<file path="src/design/rcfd_pkg.sv">
package rcfd_pkg;

    // frame geometry
    localparam int FRAME_BYTES = 18;
    localparam int IDX_W       = $clog2(FRAME_BYTES);
    localparam int COUNT_W     = $clog2(FRAME_BYTES + 1);

    // mode codes of an input transaction
    localparam logic MODE_DATA = 1'b0;
    localparam logic MODE_IDLE = 1'b1;

    typedef logic [7:0] byte_t;
    typedef byte_t frame_t [FRAME_BYTES];

    // one decoded frame
    typedef struct packed {
        logic [10:0]        stick_ch0;
        logic [10:0]        stick_ch1;
        logic [10:0]        stick_ch2;
        logic [10:0]        stick_ch3;
        logic [1:0]         switch_left;
        logic [1:0]         switch_right;
        logic signed [15:0] mouse_x;
        logic signed [15:0] mouse_y;
        logic signed [15:0] mouse_z;
        logic [15:0]        mouse_buttons;
        logic [15:0]        key_bits;
        logic [15:0]        extra_word;
    } result_t;

endpackage

</file>
<file path="src/design/rc_frame_receiver_decoder_core.sv">
// a decoded frame is registered and on the outputs in the cycle after its idle event is taken
// throughput: one input transaction per cycle while in_stall is low; data bytes and idle events alike
// in_stall rises only while a full frame waits and the previous result is still stalled
// reset (rst_n low, asynchronous) clears the byte count and the output valid flag;
// the frame store is left as it is and is only read after a full frame is written
module rc_frame_receiver_decoder_core
(
    input  logic               clk,
    input  logic               rst_n,
    input  logic               in_valid,
    output logic               in_stall,
    input  logic               mode,
    input  logic [7:0]         rx_byte,
    output logic               out_valid,
    input  logic               out_stall,
    output logic [10:0]        stick_ch0,
    output logic [10:0]        stick_ch1,
    output logic [10:0]        stick_ch2,
    output logic [10:0]        stick_ch3,
    output logic [1:0]         switch_left,
    output logic [1:0]         switch_right,
    output logic signed [15:0] mouse_x,
    output logic signed [15:0] mouse_y,
    output logic signed [15:0] mouse_z,
    output logic [15:0]        mouse_buttons,
    output logic [15:0]        key_bits,
    output logic [15:0]        extra_word
);

    localparam logic [rcfd_pkg::COUNT_W-1:0] FULL_COUNT =
        rcfd_pkg::COUNT_W'(rcfd_pkg::FRAME_BYTES);

    rcfd_pkg::frame_t                 frame_reg;
    logic [rcfd_pkg::COUNT_W-1:0]     count_reg;
    logic [rcfd_pkg::COUNT_W-1:0]     count_next;
    logic                             out_valid_reg;
    logic                             out_valid_next;
    rcfd_pkg::result_t                result_reg;
    rcfd_pkg::result_t                decoded;
    logic                             in_accept;
    logic                             frame_full;
    logic                             store_byte;
    logic                             emit;

    // handshake
    assign frame_full = (count_reg == FULL_COUNT);
    assign in_stall   = out_valid_reg && out_stall && frame_full;
    assign in_accept  = in_valid && !in_stall;
    assign store_byte = in_accept && (mode == rcfd_pkg::MODE_DATA) && !frame_full;
    assign emit       = in_accept && (mode == rcfd_pkg::MODE_IDLE) && frame_full;

    // byte count and output valid next state
    always_comb
    begin
        count_next = count_reg;
        if (in_accept && (mode == rcfd_pkg::MODE_IDLE))
        begin
            count_next = '0;
        end
        else if (store_byte)
        begin
            count_next = count_reg + 1'b1;
        end

        out_valid_next = out_valid_reg;
        if (emit)
        begin
            out_valid_next = 1'b1;
        end
        else if (!out_stall)
        begin
            out_valid_next = 1'b0;
        end
    end

    always_ff @(posedge clk or negedge rst_n)
    begin
        if (!rst_n)
        begin
            count_reg     <= '0;
            out_valid_reg <= 1'b0;
        end
        else
        begin
            count_reg     <= count_next;
            out_valid_reg <= out_valid_next;
        end
    end

    // frame store, written in arrival order
    always_ff @(posedge clk)
    begin
        if (store_byte)
        begin
            frame_reg[count_reg[rcfd_pkg::IDX_W-1:0]] <= rx_byte;
        end
    end

    rcfd_decode u_decode
    (
        .frame  (frame_reg),
        .result (decoded)
    );

    // result register
    always_ff @(posedge clk)
    begin
        if (emit)
        begin
            result_reg <= decoded;
        end
    end

    assign out_valid     = out_valid_reg;
    assign stick_ch0     = result_reg.stick_ch0;
    assign stick_ch1     = result_reg.stick_ch1;
    assign stick_ch2     = result_reg.stick_ch2;
    assign stick_ch3     = result_reg.stick_ch3;
    assign switch_left   = result_reg.switch_left;
    assign switch_right  = result_reg.switch_right;
    assign mouse_x       = result_reg.mouse_x;
    assign mouse_y       = result_reg.mouse_y;
    assign mouse_z       = result_reg.mouse_z;
    assign mouse_buttons = result_reg.mouse_buttons;
    assign key_bits      = result_reg.key_bits;
    assign extra_word    = result_reg.extra_word;

    // count never passes a full frame
    a_count_bound: assert property (@(posedge clk) disable iff (!rst_n)
        count_reg <= FULL_COUNT)
        else $error("byte count beyond frame length");

    // stall only when a waiting result could be overwritten
    a_stall_cause: assert property (@(posedge clk) disable iff (!rst_n)
        in_stall |-> (frame_full && out_valid_reg))
        else $error("input stalled without a full frame pending");

    // a full frame closed by idle gives a result next cycle
    a_emit_result: assert property (@(posedge clk) disable iff (!rst_n)
        emit |=> (out_valid && count_reg == '0))
        else $error("full frame did not produce a result");

    // an accepted idle event clears the count
    a_idle_clear: assert property (@(posedge clk) disable iff (!rst_n)
        (in_accept && mode == rcfd_pkg::MODE_IDLE) |=> (count_reg == '0))
        else $error("idle event did not clear the byte count");

endmodule

</file>
<file path="src/design/rcfd_decode.sv">
module rcfd_decode
(
    input  rcfd_pkg::frame_t  frame,
    output rcfd_pkg::result_t result
);

    // bit selection over the stored frame
    always_comb
    begin
        result.stick_ch0     = {frame[1][2:0], frame[0]};
        result.stick_ch1     = {frame[2][5:0], frame[1][7:3]};
        result.stick_ch2     = {frame[4][0], frame[3], frame[2][7:6]};
        result.stick_ch3     = {frame[5][3:0], frame[4][7:1]};
        result.switch_left   = frame[5][7:6];
        result.switch_right  = frame[5][5:4];
        result.mouse_x       = signed'({frame[7], frame[6]});
        result.mouse_y       = signed'({frame[9], frame[8]});
        result.mouse_z       = signed'({frame[11], frame[10]});
        result.mouse_buttons = {frame[13], frame[12]};
        result.key_bits      = {frame[15], frame[14]};
        result.extra_word    = {frame[17], frame[16]};
    end

endmodule
</file>
<file path="config.mk">
export PLATFORM = sky130hd
export DESIGN_NAME = rc_frame_receiver_decoder_core
export DESIGN_NICKNAME = d
export VERILOG_FILES = /design/src/design/rcfd_pkg.sv /design/src/design/rc_frame_receiver_decoder_core.sv /design/src/design/rcfd_decode.sv
export SDC_FILE = /design/constraint.sdc
export NUM_CORES = 1
export LEC_CHECK = 0
export CORE_ASPECT_RATIO = 1.4
export CORE_MARGIN = 2
export CORE_UTILIZATION = 40
export CTS_CLUSTER_SIZE = 16
export DETAILED_ROUTE_END_ITERATION = 10
export DONT_BUFFER_PORTS = 1
export RECOVER_POWER = 50
export SLEW_MARGIN = 10
export SYNTH_ARGS = -nofsm -noshare
export SYNTH_HDL_FRONTEND = slang
export SYNTH_SLANG_ARGS = --single-unit
</file>
<file path="constraint.sdc">
create_clock -name clk -period 23.1 [get_ports clk]
set_input_delay 1.155 -clock clk [delete_from_list [all_inputs] [get_ports clk]]
set_output_delay 1.155 -clock clk [all_outputs]
set_load 0.05 [all_outputs]
</file>
* Word level (Yosys, flattened, before mapping) *
Index checks and enable logic that the tools add are counted.

storage, ports and cells
  flip-flop bits (word level) = 294
  bits in latches = 0
  bits in writable memories = 0
  memory bits (read-only) = 0
  input port bits = 13
  output and inout port bits = 146
  logic and storage cells = 57
  memories kept = 0

cells by class
  $add $sub $neg = 1
  $mul = 0
  divide/modulo/power cells = 0
  $lt $le $gt $ge = 2
  eq/ne operators = 2
  shift-type cells = 0
  mux-type cells = 7
  bitwise logic cells = 2
  reduce and logical (&&, ||, !) cells = 11

operators by type and width
  kind                                                       number
  bitwise mux 144 bit                                        1
  demux 8 bit (select 5 bit)                                 1
  2-to-1 mux 5 bit                                           2
  logical AND 1 bit                                          8
  2-to-1 mux 8 bit                                           1
  greater-or-equal comparator 6 bit (second input constant)  1
  < comparator 6 x 1 -> 1 bit (second input constant)        1
  inverter 5 -> 6 bit                                        1
  adder 5 x 1 -> 5 bit (second input constant)               1
  == test 5 bit (second input constant)                      1
  logical NOT 1 bit                                          2
  2-to-1 mux 1 bit                                           2
  inequality test 2 x 1 -> 1 bit (second input constant)     1
  nonzero test 2 bit                                         1
  inverter 1 bit                                             1

* Logic depth before layout (Yosys ltp) *
Gate-level depths: netlist of the first run.

  depth after elaboration = 8
  gate-level depth with buffers = 5

* Cells and area by module *
From an unflattened synthesis of the first run, not the netlist that was laid out.

second synthesis, totals
  cells, all modules = 502
  area total of the unflattened synthesis = 10296.1 µm²

modules (own cells, without submodules)
  module                          times used  cells an instance  area an instance (µm²)  sequential area each (µm²)
  rc_frame_receiver_decoder_core  1           358                9215.1                  8798.4
  rcfd_decode                     1           144                1081.0                  0.0

* Worst setup path after synthesis of the first run *
OpenSTA, ideal clock, no wires.

  path kind = input-to-reg
  from = input port out_stall
  to = register result_reg, in the netlist extra_word[0], enable pin
  library setup time = 649 ps
  arrival = 7508 ps
  required time = 22451 ps
  path slack = 14942 ps
  cell stages on the path = 3
  path buffers = 0
  path through = nand2_1 nor2_1 nor2_1

between the ends
  word-level cells in the longest chain between the ends = 6

ends and longest elaborated chain
  element                         RTL line                               text
  from (decl)                     rc_frame_receiver_decoder_core.sv:15   input logic out_stall,
  logical AND 1 bit (2 in a row)  rc_frame_receiver_decoder_core.sv:47   assign in_stall = out_valid_reg && out_stall && frame_full;
  via in_stall                    rc_frame_receiver_decoder_core.sv:11   output logic in_stall,
  logical NOT 1 bit               rc_frame_receiver_decoder_core.sv:48   assign in_accept = in_valid && !in_stall;
  logical AND 1 bit               rc_frame_receiver_decoder_core.sv:48
  logical AND 1 bit (2 in a row)  rc_frame_receiver_decoder_core.sv:50   assign emit = in_accept && (mode == rcfd_pkg::MODE_IDLE) && frame_full;
  via emit                        rc_frame_receiver_decoder_core.sv:43   logic emit;
  to (signal assigned)            rc_frame_receiver_decoder_core.sv:110  result_reg <= decoded;
  to (decl)                       rc_frame_receiver_decoder_core.sv:38   rcfd_pkg::result_t result_reg;

The timed path passes the listed nets, and every way through them passes these cells.
A chain may end at the register's enable or synchronous reset.

* Worst setup path in the final report of the first run *
  from = register count_reg[0] (netlist name)
  to = output port in_stall

between the ends
  word-level cells in the longest chain between the ends = 2

ends and longest elaborated chain
  element                 RTL line                              text
  from (decl)             rc_frame_receiver_decoder_core.sv:34  logic [rcfd_pkg::COUNT_W-1:0] count_reg;
  from (signal assigned)  rc_frame_receiver_decoder_core.sv:85  count_reg <= count_next;
  == test 5 bit           rc_frame_receiver_decoder_core.sv:46  assign frame_full = (count_reg == FULL_COUNT);
  logical AND 1 bit       rc_frame_receiver_decoder_core.sv:47
  to (decl)               rc_frame_receiver_decoder_core.sv:11

No other way between the ends.

==> summary.txt, run 1 <==
cell accounting for the most synthesized area: edfxtp_1
count leader, synth: edfxtp_1
largest net degree at the start of global routing: 88
RSZ-0062 raised after global routing: false
Final Power: 980 uW
Clock transition at path regs: 60 ps
Max Clock Freq: 278 MHz
Crit Path Max Fanout: 8
YS warnings: 0
P per Cell Area: 94.4 mW/mm^2
Synth area leaders: edfxtp_1 93%, dfrtp_1 1.6%, ha_1 0.54%
DRT Pass-1 Iters: 4
status: completed
fin crit share: 15.5%
number of buffers added on ports: 0
CTS sink count: 294
Via-to-Cell Ratio: 4.78
final setup violation count: 0
final wirelength: 16.7 mm
Vias: 3405
Mapped Area: 0.00931 sq mm
synthesized area per cell: 25.5 sq um
Initial Utilization: 40.4%
Chip Height: 184 um
DIE AREA: 0.0245 sq mm
Worst path slowest cell: nor2_1
ANT cells: 0
P&R area growth vs syn: 11.6%
PostCTS Resize Cnt: 0
# Post-CTS Setup Buffers: 0
critical path class: flop to output port
Hold Path Class: input pin to async pin
Post-synth top flop: edfxtp_1
initial antenna violation count: 0
Max-slew headroom: 18.7%
clk_lat worst skew: 510 ps
Seq cells post-synth: 294
Post-route DRC: 0
Avg WL per Cell: 23.5 um
post-synthesis sequential area ratio: 94.5%
setup TNS: 0 ps
GRT Util Overall: 13.3%
clk_skew: 16.9 ps
ratio of cells with drive above 1 in the final layout: 11.3%
max-cap viol count: 0
crit end category: output port
Static Leakage: 0.00319 uW
crit path time final: 3590 ps
Clock Root Buffer: clkbuf_16
WP data arrival: 2440 ps
Critical Path Start Type: flop
cell row count: 66
Die W: 133 um
Reg2Reg Depth: 7
R2R setup slack: 19620 ps
Max Transition Viols Final: 0
worst stage delay on the critical path: 840 ps
CTS tree: done
Net Count, Synth: 382
Bufs and invs on worst path: 1
Post-synth top cells: 288 x edfxtp_1, 9 x nand2_1, 7 x and2_1
Max clock buf depth: 3
max reg flops: 144
RePlAce Congestion: 0.823
number of enable flip-flop cells after synthesis: 288
crit path cell chain: inv_1 > ha_1 > nand4bb_1 > nor2_1
CTS buffer count: 25
core footprint: 0.0230 sq mm
first-pass GRT wire length: 23.5 mm
Netlist cell types: 32
post-synthesis async set-or-reset flop share: 2.04%
DP HPWL: 10.3 mm
H-tree depth: 1
final net count: 407
Top Ports: 159
cells after synthesis: 365
final hold vios: 0
VDD IR max: 54.2 uV
Critical R2R Capture: mouse_x[11]
Iter 0 DRT Violations: 327
Worst-Margin Slew: 1210 ps
gr ovfl total: 0
worst path required time: 21950 ps
CP top delay family: simple AND/OR/NAND/NOR gates
vias in the first global route: 3440
Final ANT Viol Nets: 0
hold buffer count at cts: 0
area share of the largest cell type after synthesis: 92.9%
worst reg2reg path startpoint: count_reg[0]
## layout by cell type, fill, tap and decap left out, drive strengths merged, types with 4 or more instances in the layout
| cell type | Yosys | final |
|---|---|---|
| edfxtp | 288 | 288 |
| inv | 5 | 6 |
| ha | 4 | 4 |
| nand2 | 9 | 9 |
| nand3 | 5 | 5 |
| and2 | 7 | 7 |
| clkinv | 0 | 13 |
| dfrtp | 6 | 6 |
| nor3 | 5 | 5 |
| clkbuf | 0 | 27 |
| nor2 | 4 | 4 |
## power by group
part / switching, uW / internal [uW]
Combinational: 8.13 / 3.85
Sequential: 8.55 / 589
Clock: 173 / 198
## stage by stage
step / hold slack [ps] / setup WS [ps] / instance area (sq um) / util, % / instances
5_1_grt: 311 / 19330 / 10400 / 45.1 / 713
6_report: 334 / 19510 / 10400 / 45.1 / 713
3_5_place_dp: 405 / 19410 / 9700 / 42.1 / 669
4_1_cts: 309 / 19490 / 10400 / 45.2 / 713
3_3_place_gp: 402 / 19500 / 9700 / 42.1 / 669
2_1_floorplan: 400 / 14940 / 9310 / - / 365
## routing by layer
| layer | vias up | track usage (%) | wire length, um |
|---|---|---|---|
| met1 | 1758 | 14.7 | 6150 |
| met4 | 0 | 5.33 | 497 |
| met5 | - | 0 | 0 |
| li1 | 1501 | - | - |
| met2 | 111 | 24.7 | 9280 |
| met3 | 35 | 2.97 | 792 |
## layout make-up
cell class                 count  area [sq um]
fill                        1891         12600
sequential                   294          8800
clock buffer                  27           633
multi-input combinational     62           453
tap                          306           383
clock inverter                17          90.1
inverter                       5          18.8
timing repair buffer           2          15.0
## cells by family after synthesis
kind of cell / count (synthesis) / synth area share [%]
compound gates: 10 / 0.753
fa+ha+maj: 4 / 0.538
buf+inv: 9 / 0.511
flops: 294 / 94.5
mux: 2 / 0.215
simple gates: 46 / 3.45
## worst max path at each step
stage,startpoint,to,slack [ps],cells after the start
after floorplan,out_stall,extra_word[0],14940,3
after global placement,out_stall,mouse_x[0],19500,5
after detailed placement,mode,mouse_x[1],19410,5
after CTS,count_reg[0],in_stall,19490,4
after global routing,count_reg[0],in_stall,19330,4
final,count_reg[0],in_stall,19510,4
(Power assumes the default switching activity.)
==> run 2, diff against run 1 <==
==> constraint.sdc (replaced) <==
create_clock -name clk -period 3.3 [get_ports clk]
set_input_delay 0.165 -clock clk [delete_from_list [all_inputs] [get_ports clk]]
set_output_delay 0.165 -clock clk [all_outputs]
set_load 0.05 [all_outputs]
==> run 2 against run 1 <==
Wire length rose by 2.8%; via count rose by 6.0%; setup slack got worse by 19000 ps; non-clock buffer count rose by 20; worst hold slack got worse by 300 ps; total power rose to 7.5 times the previous value; global-route usage rose by 0.42 points; critical endpoint is now mouse_buttons[13]; largest power group unchanged.
==> summary.txt, run 2 (synthesis results as in run 1) <==
final net count: 429
Via-to-Cell Ratio: 4.89
Final Util: 46.9%
Hold Path Class: input pin to flop
clk_lat worst skew: 520 ps
crit path time final: 2310 ps
hold path depth: 3
critical path class: flop to flop
Reg2Reg Depth: 5
Reg area: 0.00880 sq mm
CTS sink count: 294
hold wc startpoint: in_valid
crit end category: flop
Vias: 3611
RSZ-0062 raised after global routing: false
DP HPWL: 10.4 mm
first-pass GRT wire length: 24.3 mm
Iter 0 DRT Violations: 273
Worst-Margin Slew: 1390 ps
R2R setup slack: 990 ps
H-tree depth: 1
most frequent cells in the layout: 288 x edfxtp_1, 27 x clkbuf_16, 14 x dlygate4sd3_1
ratio of cells with drive above 1 in the final layout: 15.1%
Initial Utilization: 40.4%
initial antenna violation count: 1
hold worst-path end: count_reg[4]
worst reg2reg path startpoint: count_reg[4]
Max Clock Freq: 433 MHz
GRT Util Overall: 13.7%
Top Ports: 159
max reg flops: 144
max-cap viol count: 0
P per Cell Area: 678 mW/mm^2
VDD IR max: 386 uV
status: completed
P&R area growth vs syn: 16.0%
core footprint: 0.0230 sq mm
largest net degree at the start of global routing: 48
Critical R2R Capture: mouse_buttons[13]
WP data arrival: 2500 ps
worst path required time: 3490 ps
final wirelength: 17.2 mm
DIE AREA: 0.0245 sq mm
Max clock buf depth: 3
RePlAce Congestion: 0.760
Chip Height: 184 um
Final ANT Viol Nets: 0
most common cell after layout, fill and taps aside: edfxtp_1
Avg WL per Cell: 23.3 um
Final Power: 7320 uW
CTS tree: done
gr ovfl total: 0
Clock Root Buffer: clkbuf_16
Static Leakage: 0.00336 uW
CTS buffer count: 27
fin crit share: 70.0%
DRT Pass-1 Iters: 4
clk_skew: 11.4 ps
Die W: 133 um
multi-input logic area: 502 sq um
Hold Slack: 31.3 ps
hold buffer count at cts: 15
vias in the first global route: 3636
final setup violation count: 0
Crit Path Max Fanout: 47
Post-route DRC: 0
Critical Path Start Type: flop
Max-slew headroom: 7.12%
number of fillers in the final layout: 1854
PostCTS Resize Cnt: 0
Clock transition at path regs: 60 ps
final hold vios: 0
Max Transition Viols Final: 0
number of buffers added on ports: 0
# Post-CTS Setup Buffers: 0
cell row count: 66
## run 2: cell count changes in the layout (fill, tap and decap cells not counted), moves of 2 or more
cell           before  now
nor3_1              4    0
bufinv_16           0    3
buf_4               2    4
clkbuf_1            2    5
clkinv_1            8    6
and2_1              2    7
dlygate4sd3_1       0   14
and2_0              5    0
clkbuf_16          25   27
buf_12              0    3
diode_2             0    2
nor3_2              1    5
## run 2: power breakdown
part | internal, uW | switching (uW) | total (uW)
registers | 4120 | 63.4 | 4180
clock network | 1740 | 1250 | 2980
logic | 44.4 | 106 | 151
## run 2: layer usage
layer	track usage, %	wire length [um]	vias to the layer above
met5	0	0	-
met2	24.5	9210	149
li1	-	-	1559
met3	2.94	927	51
met4	7.23	819	0
met1	15.4	6230	1852
## run 2: critical path, cell delays in order (launching register included)
cell and delay (ps):
dfrtp_1 600, nand4bb_1 330, nor2_2 60, buf_4 200, nor2_4 440, buf_12 320
## run 2: stage by stage
step	cells	worst slack, ps	setup TNS, ps	area (sq um)
4_1_cts	737	978	0	10800
6_report	739	990	0	10800
3_3_place_gp	674	1090	0	9790
2_1_floorplan	365	-287	-41330	9340
5_1_grt	738	831	0	10800
3_5_place_dp	674	992	0	9790
## run 2: worst max-delay path by stage
stage / startpoint / end / slack [ps] / depth (start not counted)
floorplan: count_reg[0] / extra_word[0] / -290 / 5
global placement: count_reg[4] / stick_ch0[6] / 1090 / 5
detailed placement: count_reg[4] / mouse_buttons[2] / 990 / 5
CTS: count_reg[0] / stick_ch0[1] / 980 / 6
global route: count_reg[2] / mouse_buttons[2] / 830 / 5
finish: count_reg[4] / mouse_buttons[13] / 990 / 5
## run 2: layout make-up
cell class	count	area share, %
Antenna cell	2	0.0463
Clock buffer	31	6.39
Clock inverter	17	1.56
Inverter	5	0.174
Multi-Input combinational cell	62	4.65
Sequential cell	294	81.5
Tap cell	306	3.54
Timing Repair Buffer	22	2.17
